===== src/rtl/sohit_pkg.sv =====
// Shared types, constants and the micro-program for the segment obstacle hit test.
package sohit_pkg;

  localparam int unsigned COORD_W = 32;
  localparam int unsigned DIFF_W  = COORD_W + 1;
  localparam int unsigned LIMB_W  = 34;
  localparam int unsigned OPND_W  = LIMB_W + 1;
  localparam int unsigned PROD_W  = 2 * OPND_W;
  localparam int unsigned WIDE_W  = 2 * LIMB_W;
  localparam int unsigned ACC_W   = 140;
  localparam int unsigned STEP_W  = 5;
  localparam int unsigned NUM_PT  = 10;

  // Result kinds
  localparam logic [1:0] KIND_CLEAR = 2'd0;
  localparam logic [1:0] KIND_SKIP  = 2'd1;
  localparam logic [1:0] KIND_CROSS = 2'd2;
  localparam logic [1:0] KIND_NEAR  = 2'd3;

  // Micro-program steps at which the sequencer acts on the accumulator
  localparam logic [STEP_W-1:0] STEP_SIDE_F = 5'd1;
  localparam logic [STEP_W-1:0] STEP_SIDE_S = 5'd3;
  localparam logic [STEP_W-1:0] STEP_SEG_E  = 5'd5;
  localparam logic [STEP_W-1:0] STEP_SEG_N  = 5'd7;
  localparam logic [STEP_W-1:0] STEP_DOT    = 5'd9;
  localparam logic [STEP_W-1:0] STEP_LEN2   = 5'd11;
  localparam logic [STEP_W-1:0] STEP_REM    = 5'd13;
  localparam logic [STEP_W-1:0] STEP_CROSS  = 5'd15;
  localparam logic [STEP_W-1:0] STEP_MARG2  = 5'd16;
  localparam logic [STEP_W-1:0] STEP_LAST   = 5'd24;

  localparam logic [1:0] PH_CHECK = 2'd3;

  typedef enum logic [3:0] {
    PT_ZERO, PT_FX, PT_FZ, PT_SX, PT_SZ, PT_EX, PT_EZ, PT_NX, PT_NZ, PT_M
  } pt_e;

  typedef enum logic [2:0] {
    LB_NONE, LB_CR_LO, LB_CR_HI, LB_M2_LO, LB_M2_HI, LB_L2_LO, LB_L2_HI
  } limb_e;

  typedef enum logic [1:0] {ACC_LOAD, ACC_ADD, ACC_SUB} acc_op_e;

  typedef enum logic [1:0] {CAP_NONE, CAP_L2, CAP_CR, CAP_M2} cap_e;

  typedef struct packed {
    pt_e   p;
    pt_e   q;
    limb_e limb;
  } opnd_t;

  typedef struct packed {
    opnd_t     a;
    opnd_t     b;
    logic [1:0] shift;
    acc_op_e   op;
  } uop_t;

  typedef struct packed {
    logic        busy;
    logic [1:0]  phase;
    logic [1:0]  edge_idx;
    uop_t        uop;
    cap_e        cap;
  } dp_ctrl_t;

  typedef struct packed {
    logic acc_neg;
    logic acc_zero;
    logic end_inside;
    logic zero_len;
    logic m_pos;
    logic e_at_f;
  } dp_stat_t;

  typedef struct packed {
    logic [COORD_W-1:0] first_x;
    logic [COORD_W-1:0] first_z;
    logic [COORD_W-1:0] second_x;
    logic [COORD_W-1:0] second_z;
    logic [COORD_W-1:0] clearance;
    logic [COORD_W-1:0] rect_min_x;
    logic [COORD_W-1:0] rect_min_z;
    logic [COORD_W-1:0] rect_max_x;
    logic [COORD_W-1:0] rect_max_z;
    logic               last_rect;
  } in_item_t;

  typedef struct packed {
    logic [1:0] hit_kind;
    logic       any_hit;
    logic       list_done;
  } out_item_t;

  function automatic opnd_t dif(pt_e p, pt_e q);
    opnd_t o;
    o.p = p;
    o.q = q;
    o.limb = LB_NONE;
    return o;
  endfunction

  function automatic opnd_t lmb(limb_e l);
    opnd_t o;
    o.p = PT_ZERO;
    o.q = PT_ZERO;
    o.limb = l;
    return o;
  endfunction

  function automatic uop_t mk(opnd_t a, opnd_t b, logic [1:0] sh, acc_op_e op);
    uop_t u;
    u.a = a;
    u.b = b;
    u.shift = sh;
    u.op = op;
    return u;
  endfunction

  // One multiply-accumulate per step; E/N are the current edge's start/end
  function automatic uop_t step_uop(logic [STEP_W-1:0] s);
    uop_t u;
    case (s)
      5'd0:    u = mk(dif(PT_NX, PT_EX), dif(PT_FZ, PT_EZ), 2'd0, ACC_LOAD);
      5'd1:    u = mk(dif(PT_NZ, PT_EZ), dif(PT_FX, PT_EX), 2'd0, ACC_SUB);
      5'd2:    u = mk(dif(PT_NX, PT_EX), dif(PT_SZ, PT_EZ), 2'd0, ACC_LOAD);
      5'd3:    u = mk(dif(PT_NZ, PT_EZ), dif(PT_SX, PT_EX), 2'd0, ACC_SUB);
      5'd4:    u = mk(dif(PT_SX, PT_FX), dif(PT_EZ, PT_FZ), 2'd0, ACC_LOAD);
      5'd5:    u = mk(dif(PT_SZ, PT_FZ), dif(PT_EX, PT_FX), 2'd0, ACC_SUB);
      5'd6:    u = mk(dif(PT_SX, PT_FX), dif(PT_NZ, PT_FZ), 2'd0, ACC_LOAD);
      5'd7:    u = mk(dif(PT_SZ, PT_FZ), dif(PT_NX, PT_FX), 2'd0, ACC_SUB);
      5'd8:    u = mk(dif(PT_EX, PT_FX), dif(PT_SX, PT_FX), 2'd0, ACC_LOAD);
      5'd9:    u = mk(dif(PT_EZ, PT_FZ), dif(PT_SZ, PT_FZ), 2'd0, ACC_ADD);
      5'd10:   u = mk(dif(PT_SX, PT_FX), dif(PT_SX, PT_FX), 2'd0, ACC_LOAD);
      5'd11:   u = mk(dif(PT_SZ, PT_FZ), dif(PT_SZ, PT_FZ), 2'd0, ACC_ADD);
      5'd12:   u = mk(dif(PT_EX, PT_FX), dif(PT_SX, PT_FX), 2'd0, ACC_SUB);
      5'd13:   u = mk(dif(PT_EZ, PT_FZ), dif(PT_SZ, PT_FZ), 2'd0, ACC_SUB);
      5'd14:   u = mk(dif(PT_EX, PT_FX), dif(PT_FZ, PT_SZ), 2'd0, ACC_LOAD);
      5'd15:   u = mk(dif(PT_EZ, PT_FZ), dif(PT_FX, PT_SX), 2'd0, ACC_SUB);
      5'd16:   u = mk(dif(PT_M, PT_ZERO), dif(PT_M, PT_ZERO), 2'd0, ACC_LOAD);
      5'd17:   u = mk(lmb(LB_CR_LO), lmb(LB_CR_LO), 2'd0, ACC_LOAD);
      5'd18:   u = mk(lmb(LB_CR_LO), lmb(LB_CR_HI), 2'd1, ACC_ADD);
      5'd19:   u = mk(lmb(LB_CR_HI), lmb(LB_CR_LO), 2'd1, ACC_ADD);
      5'd20:   u = mk(lmb(LB_CR_HI), lmb(LB_CR_HI), 2'd2, ACC_ADD);
      5'd21:   u = mk(lmb(LB_M2_LO), lmb(LB_L2_LO), 2'd0, ACC_SUB);
      5'd22:   u = mk(lmb(LB_M2_LO), lmb(LB_L2_HI), 2'd1, ACC_SUB);
      5'd23:   u = mk(lmb(LB_M2_HI), lmb(LB_L2_LO), 2'd1, ACC_SUB);
      default: u = mk(lmb(LB_M2_HI), lmb(LB_L2_HI), 2'd2, ACC_SUB);
    endcase
    return u;
  endfunction

endpackage


===== src/rtl/sohit_seq.sv =====
// Sequencer: walks the edges and the micro-program, decides the hit kind.
module sohit_seq import sohit_pkg::*; (
  input  logic       clk_i,
  input  logic       rst_ni,
  input  logic       start_i,
  input  logic       out_free_i,
  input  dp_stat_t   stat_i,
  output logic       ready_o,
  output logic       done_o,
  output logic [1:0] kind_o,
  output dp_ctrl_t   ctrl_o
);

  localparam logic [1:0] S_IDLE   = 2'd0;
  localparam logic [1:0] S_INSIDE = 2'd1;
  localparam logic [1:0] S_RUN    = 2'd2;
  localparam logic [1:0] S_DONE   = 2'd3;

  logic [1:0]        state_q, state_d;
  logic [STEP_W-1:0] step_q, step_d;
  logic [1:0]        phase_q, phase_d;
  logic [1:0]        edge_q, edge_d;
  logic [1:0]        kind_q, kind_d;
  logic [1:0]        sa_q, sa_d, sb_q, sb_d, se_q, se_d;
  logic [1:0]        sg;
  logic              next_edge, finish;
  cap_e              cap;

  assign sg = {stat_i.acc_neg, stat_i.acc_zero};

  always_comb begin
    state_d   = state_q;
    step_d    = step_q;
    phase_d   = phase_q;
    edge_d    = edge_q;
    kind_d    = kind_q;
    sa_d      = sa_q;
    sb_d      = sb_q;
    se_d      = se_q;
    next_edge = 1'b0;
    finish    = 1'b0;
    cap       = CAP_NONE;
    unique case (state_q)
      S_IDLE: begin
        if (start_i) begin
          state_d = S_INSIDE;
        end
      end
      S_INSIDE: begin
        step_d  = '0;
        phase_d = '0;
        edge_d  = '0;
        if (stat_i.end_inside) begin
          kind_d  = KIND_SKIP;
          state_d = S_DONE;
        end else begin
          kind_d  = KIND_CLEAR;
          state_d = S_RUN;
        end
      end
      S_RUN: begin
        phase_d = phase_q + 2'd1;
        if (phase_q == PH_CHECK) begin
          step_d = step_q + 5'd1;
          case (step_q)
            STEP_SIDE_F: sa_d = sg;
            STEP_SIDE_S: sb_d = sg;
            STEP_SEG_E:  se_d = sg;
            STEP_SEG_N: begin
              if (sa_q != sb_q && se_q != sg) begin
                kind_d = KIND_CROSS;
                finish = 1'b1;
              end else if (stat_i.zero_len) begin
                if (stat_i.e_at_f && stat_i.m_pos) begin
                  kind_d = KIND_NEAR;
                  finish = 1'b1;
                end else begin
                  next_edge = 1'b1;
                end
              end else if (!stat_i.m_pos) begin
                next_edge = 1'b1;
              end
            end
            STEP_DOT, STEP_REM: begin
              if (stat_i.acc_neg) begin
                next_edge = 1'b1;
              end
            end
            STEP_LEN2:  cap = CAP_L2;
            STEP_CROSS: cap = CAP_CR;
            STEP_MARG2: cap = CAP_M2;
            STEP_LAST: begin
              if (stat_i.acc_neg) begin
                kind_d = KIND_NEAR;
                finish = 1'b1;
              end else begin
                next_edge = 1'b1;
              end
            end
            default: ;
          endcase
          // Advance to the next edge, or close after the fourth
          if (next_edge) begin
            step_d = '0;
            edge_d = edge_q + 2'd1;
            if (edge_q == 2'd3) begin
              finish = 1'b1;
            end
          end
          if (finish) begin
            state_d = S_DONE;
          end
        end
      end
      S_DONE: begin
        if (out_free_i) begin
          state_d = S_IDLE;
        end
      end
      default: state_d = S_IDLE;
    endcase
  end

  always_ff @(posedge clk_i or negedge rst_ni) begin
    if (!rst_ni) begin
      state_q <= S_IDLE;
      step_q  <= '0;
      phase_q <= '0;
      edge_q  <= '0;
      kind_q  <= KIND_CLEAR;
      sa_q    <= '0;
      sb_q    <= '0;
      se_q    <= '0;
    end else begin
      state_q <= state_d;
      step_q  <= step_d;
      phase_q <= phase_d;
      edge_q  <= edge_d;
      kind_q  <= kind_d;
      sa_q    <= sa_d;
      sb_q    <= sb_d;
      se_q    <= se_d;
    end
  end

  assign ready_o = (state_q == S_IDLE);
  assign done_o  = (state_q == S_DONE) && out_free_i;
  assign kind_o  = kind_q;

  always_comb begin
    ctrl_o.busy     = (state_q == S_RUN);
    ctrl_o.phase    = phase_q;
    ctrl_o.edge_idx = edge_q;
    ctrl_o.uop      = step_uop(step_q);
    ctrl_o.cap      = cap;
  end

endmodule


===== config.mk =====
export PLATFORM = sky130hd
export DESIGN_NAME = sohit_seq
export DESIGN_NICKNAME = d
export VERILOG_FILES = /design/src/rtl/sohit_pkg.sv /design/src/rtl/sohit_seq.sv
export SDC_FILE = /design/constraint.sdc
export NUM_CORES = 1
export LEC_CHECK = 0
export BUFFER_PORTS_ARGS = -buffer_cell sky130_fd_sc_hd__buf_2
export CAP_MARGIN = 10
export CORE_MARGIN = 3
export CORE_UTILIZATION = 56
export CTS_CLUSTER_SIZE = 25
export DETAILED_ROUTE_END_ITERATION = 6
export GPL_TIMING_DRIVEN = 0
export PLACE_DENSITY = 0.95
export SLEW_MARGIN = 20
export SYNTH_ARGS = -nofsm -noshare
export SYNTH_HDL_FRONTEND = slang
export SYNTH_SLANG_ARGS = --single-unit

===== constraint.sdc =====
create_clock -name clk_i -period 4.44 [get_ports clk_i]
set_input_delay 0.222 -clock clk_i [delete_from_list [all_inputs] [get_ports clk_i]]
set_output_delay 0.222 -clock clk_i [all_outputs]
set_load 0.1 [all_outputs]

Word-level counts from Yosys, hierarchy flattened

Memory sizes are Yosys's and may differ from the RTL's.
Index checks and enable logic that the tools add are counted.

Register bits after elaboration: 19
ROM bits: 768
Bits of input ports: 10
Output and inout bits: 37
Word-level logic and storage cells: 92
Memories kept: 1

Add/subtract/negate cells: 3
Eq/ne operators: 26
Muxes and demuxes: 41
Reductions and logical operators: 13

Memories:

| memory           | depth | bits a word | read ports | clocked after Yosys merged registers in | wr ports | RTL line         | RTL |
|---|---|---|---|---|---|---|---|
| (name not given) | 32    | 24          | 1          | 0                                       | 0        | sohit_pkg.sv:123 | `case (s)` |

Operator list:

| cell                                                                    | count |
|---|---|
| 2-bit two-way mux                                                       | 13 |
| 5-bit by 4-bit equality test with 1-bit output, second input constant   | 4 |
| 1-bit two-way mux                                                       | 17 |
| 2-bit one-hot mux with 2 select lines                                   | 4 |
| 3-bit AND reduction                                                     | 4 |
| 5-bit by 3-bit equality test with 1-bit output, second input constant   | 2 |
| 5-bit equality test, second input constant                              | 2 |
| 5-bit two-way mux                                                       | 2 |
| 5-bit one-hot mux with 2 select lines                                   | 1 |
| 2-bit equality test, second input constant                              | 4 |
| 4-bit inequality test, second input constant                            | 2 |
| 2-bit one-hot mux with 4 select lines                                   | 1 |
| 2-bit by 1-bit inequality test with 1-bit output, second input constant | 3 |
| 2-bit one-hot mux with 3 select lines                                   | 1 |
| 6-bit AND reduction                                                     | 1 |
| 5-bit by 1-bit adder with 5-bit output, second input constant           | 1 |
| 5-bit by 1-bit equality test with 1-bit output, second input constant   | 1 |
| 5-bit by 2-bit equality test with 1-bit output, second input constant   | 1 |
| 2-bit by 1-bit adder with 2-bit output, second input constant           | 2 |
| 2-bit inequality test                                                   | 2 |
| 2-bit inequality test, second input constant                            | 2 |
| 4-bit AND reduction                                                     | 1 |
| 1-bit logical AND                                                       | 3 |
| 3-bit by 1-bit inequality test with 1-bit output, second input constant | 1 |
| 8 further kinds                                                         | 8 |

Logic depth before layout (Yosys ltp)

Word-level depth: 13
Mapped depth: 7

Worst setup path before layout

Ideal clock, no wire load.

Path type: register to output
Start point: register step_q[0]
End point: output ctrl_o[24] (netlist bit)
Arrival: 4.133 ns
Data required time: 4.218 ns
Slack: 0.085 ns
Stages on the path, launching flop included: 7
Cell sequence: dfrtp_1 -> inv_1 -> ha_1 -> clkbuf_1 -> nor3_1 -> a211oi_1 -> or2_2

RTL lines:

| what                     | RTL line         | RTL |
|---|---|---|
| start: declaration       | sohit_seq.sv:20  | `logic [STEP_W-1:0] step_q, step_d;` |
| start signal: assignment | sohit_seq.sv:136 | `step_q <= step_d;` |
| end: declaration         | sohit_seq.sv:11  | `output dp_ctrl_t ctrl_o` |

==> out/qor.yml <==
status:
  outcome: "complete, no violations"
timing:
  worst_slew_margin_rel_pct: 64.9
  period_minus_ws_final_ns: 2.81
  finalHoldViolCount: 0
  final.setup_skew_ns: 0.00809
  setup_total_negative_slack_ns: 0
  post-route-period-util_pct: 63.3
  number_of_pins_exceeding_their_max_slew_limit_in_the_final_report: 0
  worst_hold_slack_across_all_endpoints_ns: 0.188
  grt_setup_unrepaired: "no"
  worst-slew-pin-transition_ns: 0.524
  setup_viol: 0
  max_freq_ghz: 0.356
floorplan:
  core_region_area_um2: 2810
  die_extent_in_y_um: 60.8
  floorplan.die.width_um: 60.8
  floorplan.io_pins: 47
  floorplan.rows: 19
  starting_utilization_of_the_core_area_pct: 60.0
  floorplan.die_area_um2: 3700
logic_synthesis:
  postSynthAreaPerCell_um2: 8.59
  yosysSeqAreaShare_pct: 28.2
  synth_edf_count: 0
  synthDominantCellAreaShare_pct: 28.2
  mappedNetlistArea_um2: 1680
  postSynth.asyncResetShare_pct: 100
  yosysMostFrequentCell: "sky130_fd_sc_hd__nor2_1"
  count_of_warnings_emitted_by_yosys: 0
  synth.lib_cells_used.distinct: 49
  synthTopCellsByCount: "sky130_fd_sc_hd__nor2_1, sky130_fd_sc_hd__dfrtp_1, sky130_fd_sc_hd__ha_1, sky130_fd_sc_hd__nand2_1"
  netlist_top_cells_area: "sky130_fd_sc_hd__dfrtp_1, sky130_fd_sc_hd__ha_1, sky130_fd_sc_hd__mux2_2"
  synth.ff_latch_count: 19
  post_synthesis_cells: 196
  postSynth.topFlopCell: "sky130_fd_sc_hd__dfrtp_1"
  synthDominantAreaCellType: "sky130_fd_sc_hd__dfrtp_1"
cts:
  cts-root-buf: "sky130_fd_sc_hd__clkbuf_4"
  htree_num_levels: 1
  tritoncts.num_buffers: 3
  maximum_count_of_clock_buffers_along_a_single_path: 2
  clk_pin_slew_ns: 0.11
  hold_buffers: 1
  clock_latency_on_the_worst_skew_pair_ns: 0.32
  cts.sinks: 19
  post_cts_setup_repair_buffer_count: 0
  post_cts.resized_instances: 0
  tritoncts_clock_tree: "done"
grt:
  grtUsageTotal_pct: 22.9
  first_global_vias: 1502
  grt_overflow_total: 0
  grt_max_degree: 20
  grt_first_pass_wirelength_um: 6550
  grt_antenna_before_repair: 0
min_path:
  hold_path_end: "sb_q[1]$_DFFE_PN0P_"
  worst_hold_launch: "stat_i[5]"
  hold_path_class: "in -> reg"
  worstHoldPathCells: 2
place:
  routabilityCongestion: 0.907
  dp_hpwl_um: 2990
  numPortBuffers: 43
route:
  drc_errors: 0
  routed_wire_length_per_instance_um: 14.5
  drtPass1Iterations: 4
  wl_um: 4000
  detailroute.via_count: 1642
  initialDrtViolationCount: 63
  post_drt_via_cell_ratio: 5.95
  drtAntennaViolNets: 0
setup_path:
  worst-endpoint-required_ns: 4.22
  ff2ff_setup_slack_ns: 2.08
  timing.reg2reg.worst_path_depth: 7
  crit_chain: "inv_1 > ha_1 > clkbuf_1 > nor2b_1 > o21bai_1 > a211oi_1 > buf_2"
  regToRegEndpoint: "state_q[1]$_DFFE_PN0P_"
  cpLargestDelayFamily: "buffers and inverters"
  critPathBufInv: 3
  max_stage_delay_on_crit_path_ns: 0.57
  crit_arrival_ns: 2.59
  startpoint_type: "register"
  cp_slowest_cell: "sky130_fd_sc_hd__dfrtp_1"
  rr_startpoint: "step_q[0]$_DFFE_PN0P_"
  critical_path_class: "reg -> out"
  worst_setup_path_end_kind: "primary output"
  critical_path_peak_fanout: 10
layout:
  flow.area_growth_from_synthesis_pct: 17.5
  finalCoreUtilization_pct: 70.5
  antennaDiodeCount: 0
  n_fill_cell: 223
  final_layout_size_suffix_gt1_share_pct: 29.0
  design.final.nets: 271
pwr:
  leakagePower_nw: 1.02
  power_per_cell_area_nw_per_um2: 495
  irDropWorstVdd_v: 0.000357
flow_run:
  max_cap_violations: 0
logic make-up after synthesis:
group                      share of synthesized area [%]
and+or+nand+nor                                     20.7
buffers and inverters                               7.65
DFF                                                 28.2
adders and majority gates                           11.1
AOI/OAI and AO/OA                                   22.1
muxes                                               7.36
xor gates and xnor gates                            2.53
other                                              0.223
metrics by stage:
| stage | power, mW | setup WS, ns | std cells | cell area [µm²] |
|---|---|---|---|---|
| 2_1_floorplan | 0.790 | 0.0851 | 197 | 1690 |
| 3_3_place_gp | 0.876 | 2.04 | 271 | 1940 |
| 3_5_place_dp | 0.888 | 2.01 | 271 | 1940 |
| 4_1_cts | 0.981 | 1.65 | 276 | 1980 |
| 5_1_grt | 1.04 | 1.46 | 276 | 1980 |
| 6_report | 0.979 | 1.63 | 276 | 1980 |
cell usage in the layout, fill, tap and decap left out, types with 3 or more instances in the layout:
cell type	Yosys	routed
sky130_fd_sc_hd__a211oi_1	6	6
sky130_fd_sc_hd__a21oi_1	13	13
sky130_fd_sc_hd__and3_1	5	5
sky130_fd_sc_hd__buf_1	3	3
sky130_fd_sc_hd__buf_2	4	47
sky130_fd_sc_hd__buf_4	3	3
sky130_fd_sc_hd__clkbuf_1	2	3
sky130_fd_sc_hd__clkbuf_4	0	3
sky130_fd_sc_hd__dfrtp_1	19	19
sky130_fd_sc_hd__ha_1	15	15
sky130_fd_sc_hd__inv_1	13	13
sky130_fd_sc_hd__mux2_2	7	7
sky130_fd_sc_hd__mux2i_1	3	3
sky130_fd_sc_hd__nand2_1	15	15
sky130_fd_sc_hd__nand2b_1	3	3
sky130_fd_sc_hd__nand3_1	7	7
sky130_fd_sc_hd__nor2_1	21	21
sky130_fd_sc_hd__nor3_1	3	3
sky130_fd_sc_hd__o21ai_0	6	6
sky130_fd_sc_hd__o22ai_1	4	4
sky130_fd_sc_hd__xor2_1	3	3
worst max-delay path by stage:
stage / from / to / slack [ns] / depth (start not counted)
floorplan: step_q[0]$_DFFE_PN0P_ / ctrl_o[24] / 0.09 / 6
CTS: step_q[0]$_DFFE_PN0P_ / ctrl_o[15] / 1.65 / 7
global route: step_q[0]$_DFFE_PN0P_ / ctrl_o[15] / 1.46 / 7
detailed placement: step_q[0]$_DFFE_PN0P_ / ctrl_o[15] / 2.01 / 7
finish: step_q[0]$_DFFE_PN0P_ / ctrl_o[15] / 1.63 / 7
global placement: step_q[0]$_DFFE_PN0P_ / ctrl_o[15] / 2.04 / 7
power breakdown:
part | leakage, nW | switching [mW] | total, mW | internal, mW
combinational | 0.743 | 0.512 | 0.667 | 0.156
clock | 0.0150 | 0.0565 | 0.0917 | 0.0352
sequential | 0.257 | 0.0244 | 0.220 | 0.196
final cells by class:
type / count / area [µm²] / share of cell area (%)
flip-flops and latches: 19 / 475 / 24.0
clock buffers: 4 / 26.3 / 1.33
repair buffers: 44 / 225 / 11.4
multi-input cells: 150 / 1080 / 54.8
plain buffers: 13 / 72.6 / 3.67
inverters: 15 / 56.3 / 2.85
well taps: 31 / 38.8 / 1.96
metal layers:
layer	up-vias	wire length (µm)	track usage, %
met5	-	0	0
met4	0	37	4.02
met1	767	1660	30.1
met2	71	2020	39.8
li1	795	-	-
met3	9	286	4.04
state kept, by name, summed over array words and instances, names as in the netlist:
register  cells
step_q        5
edge_q        2
kind_o        2
phase_q       2
sa_q          2
sb_q          2
se_q          2
state_q       2
worst reg2reg max path, delay by kind of cell, from the launching register on:
family                     cells  cell delay (ns)
AOI/OAI and AO/OA              3             0.63
adders and majority gates      1             0.38
buffers and inverters          1             0.24
DFF                            1             0.52
muxes                          1             0.31
and+or+nand+nor                1             0.16
No activity file was read; power rests on OpenSTA's default activity.
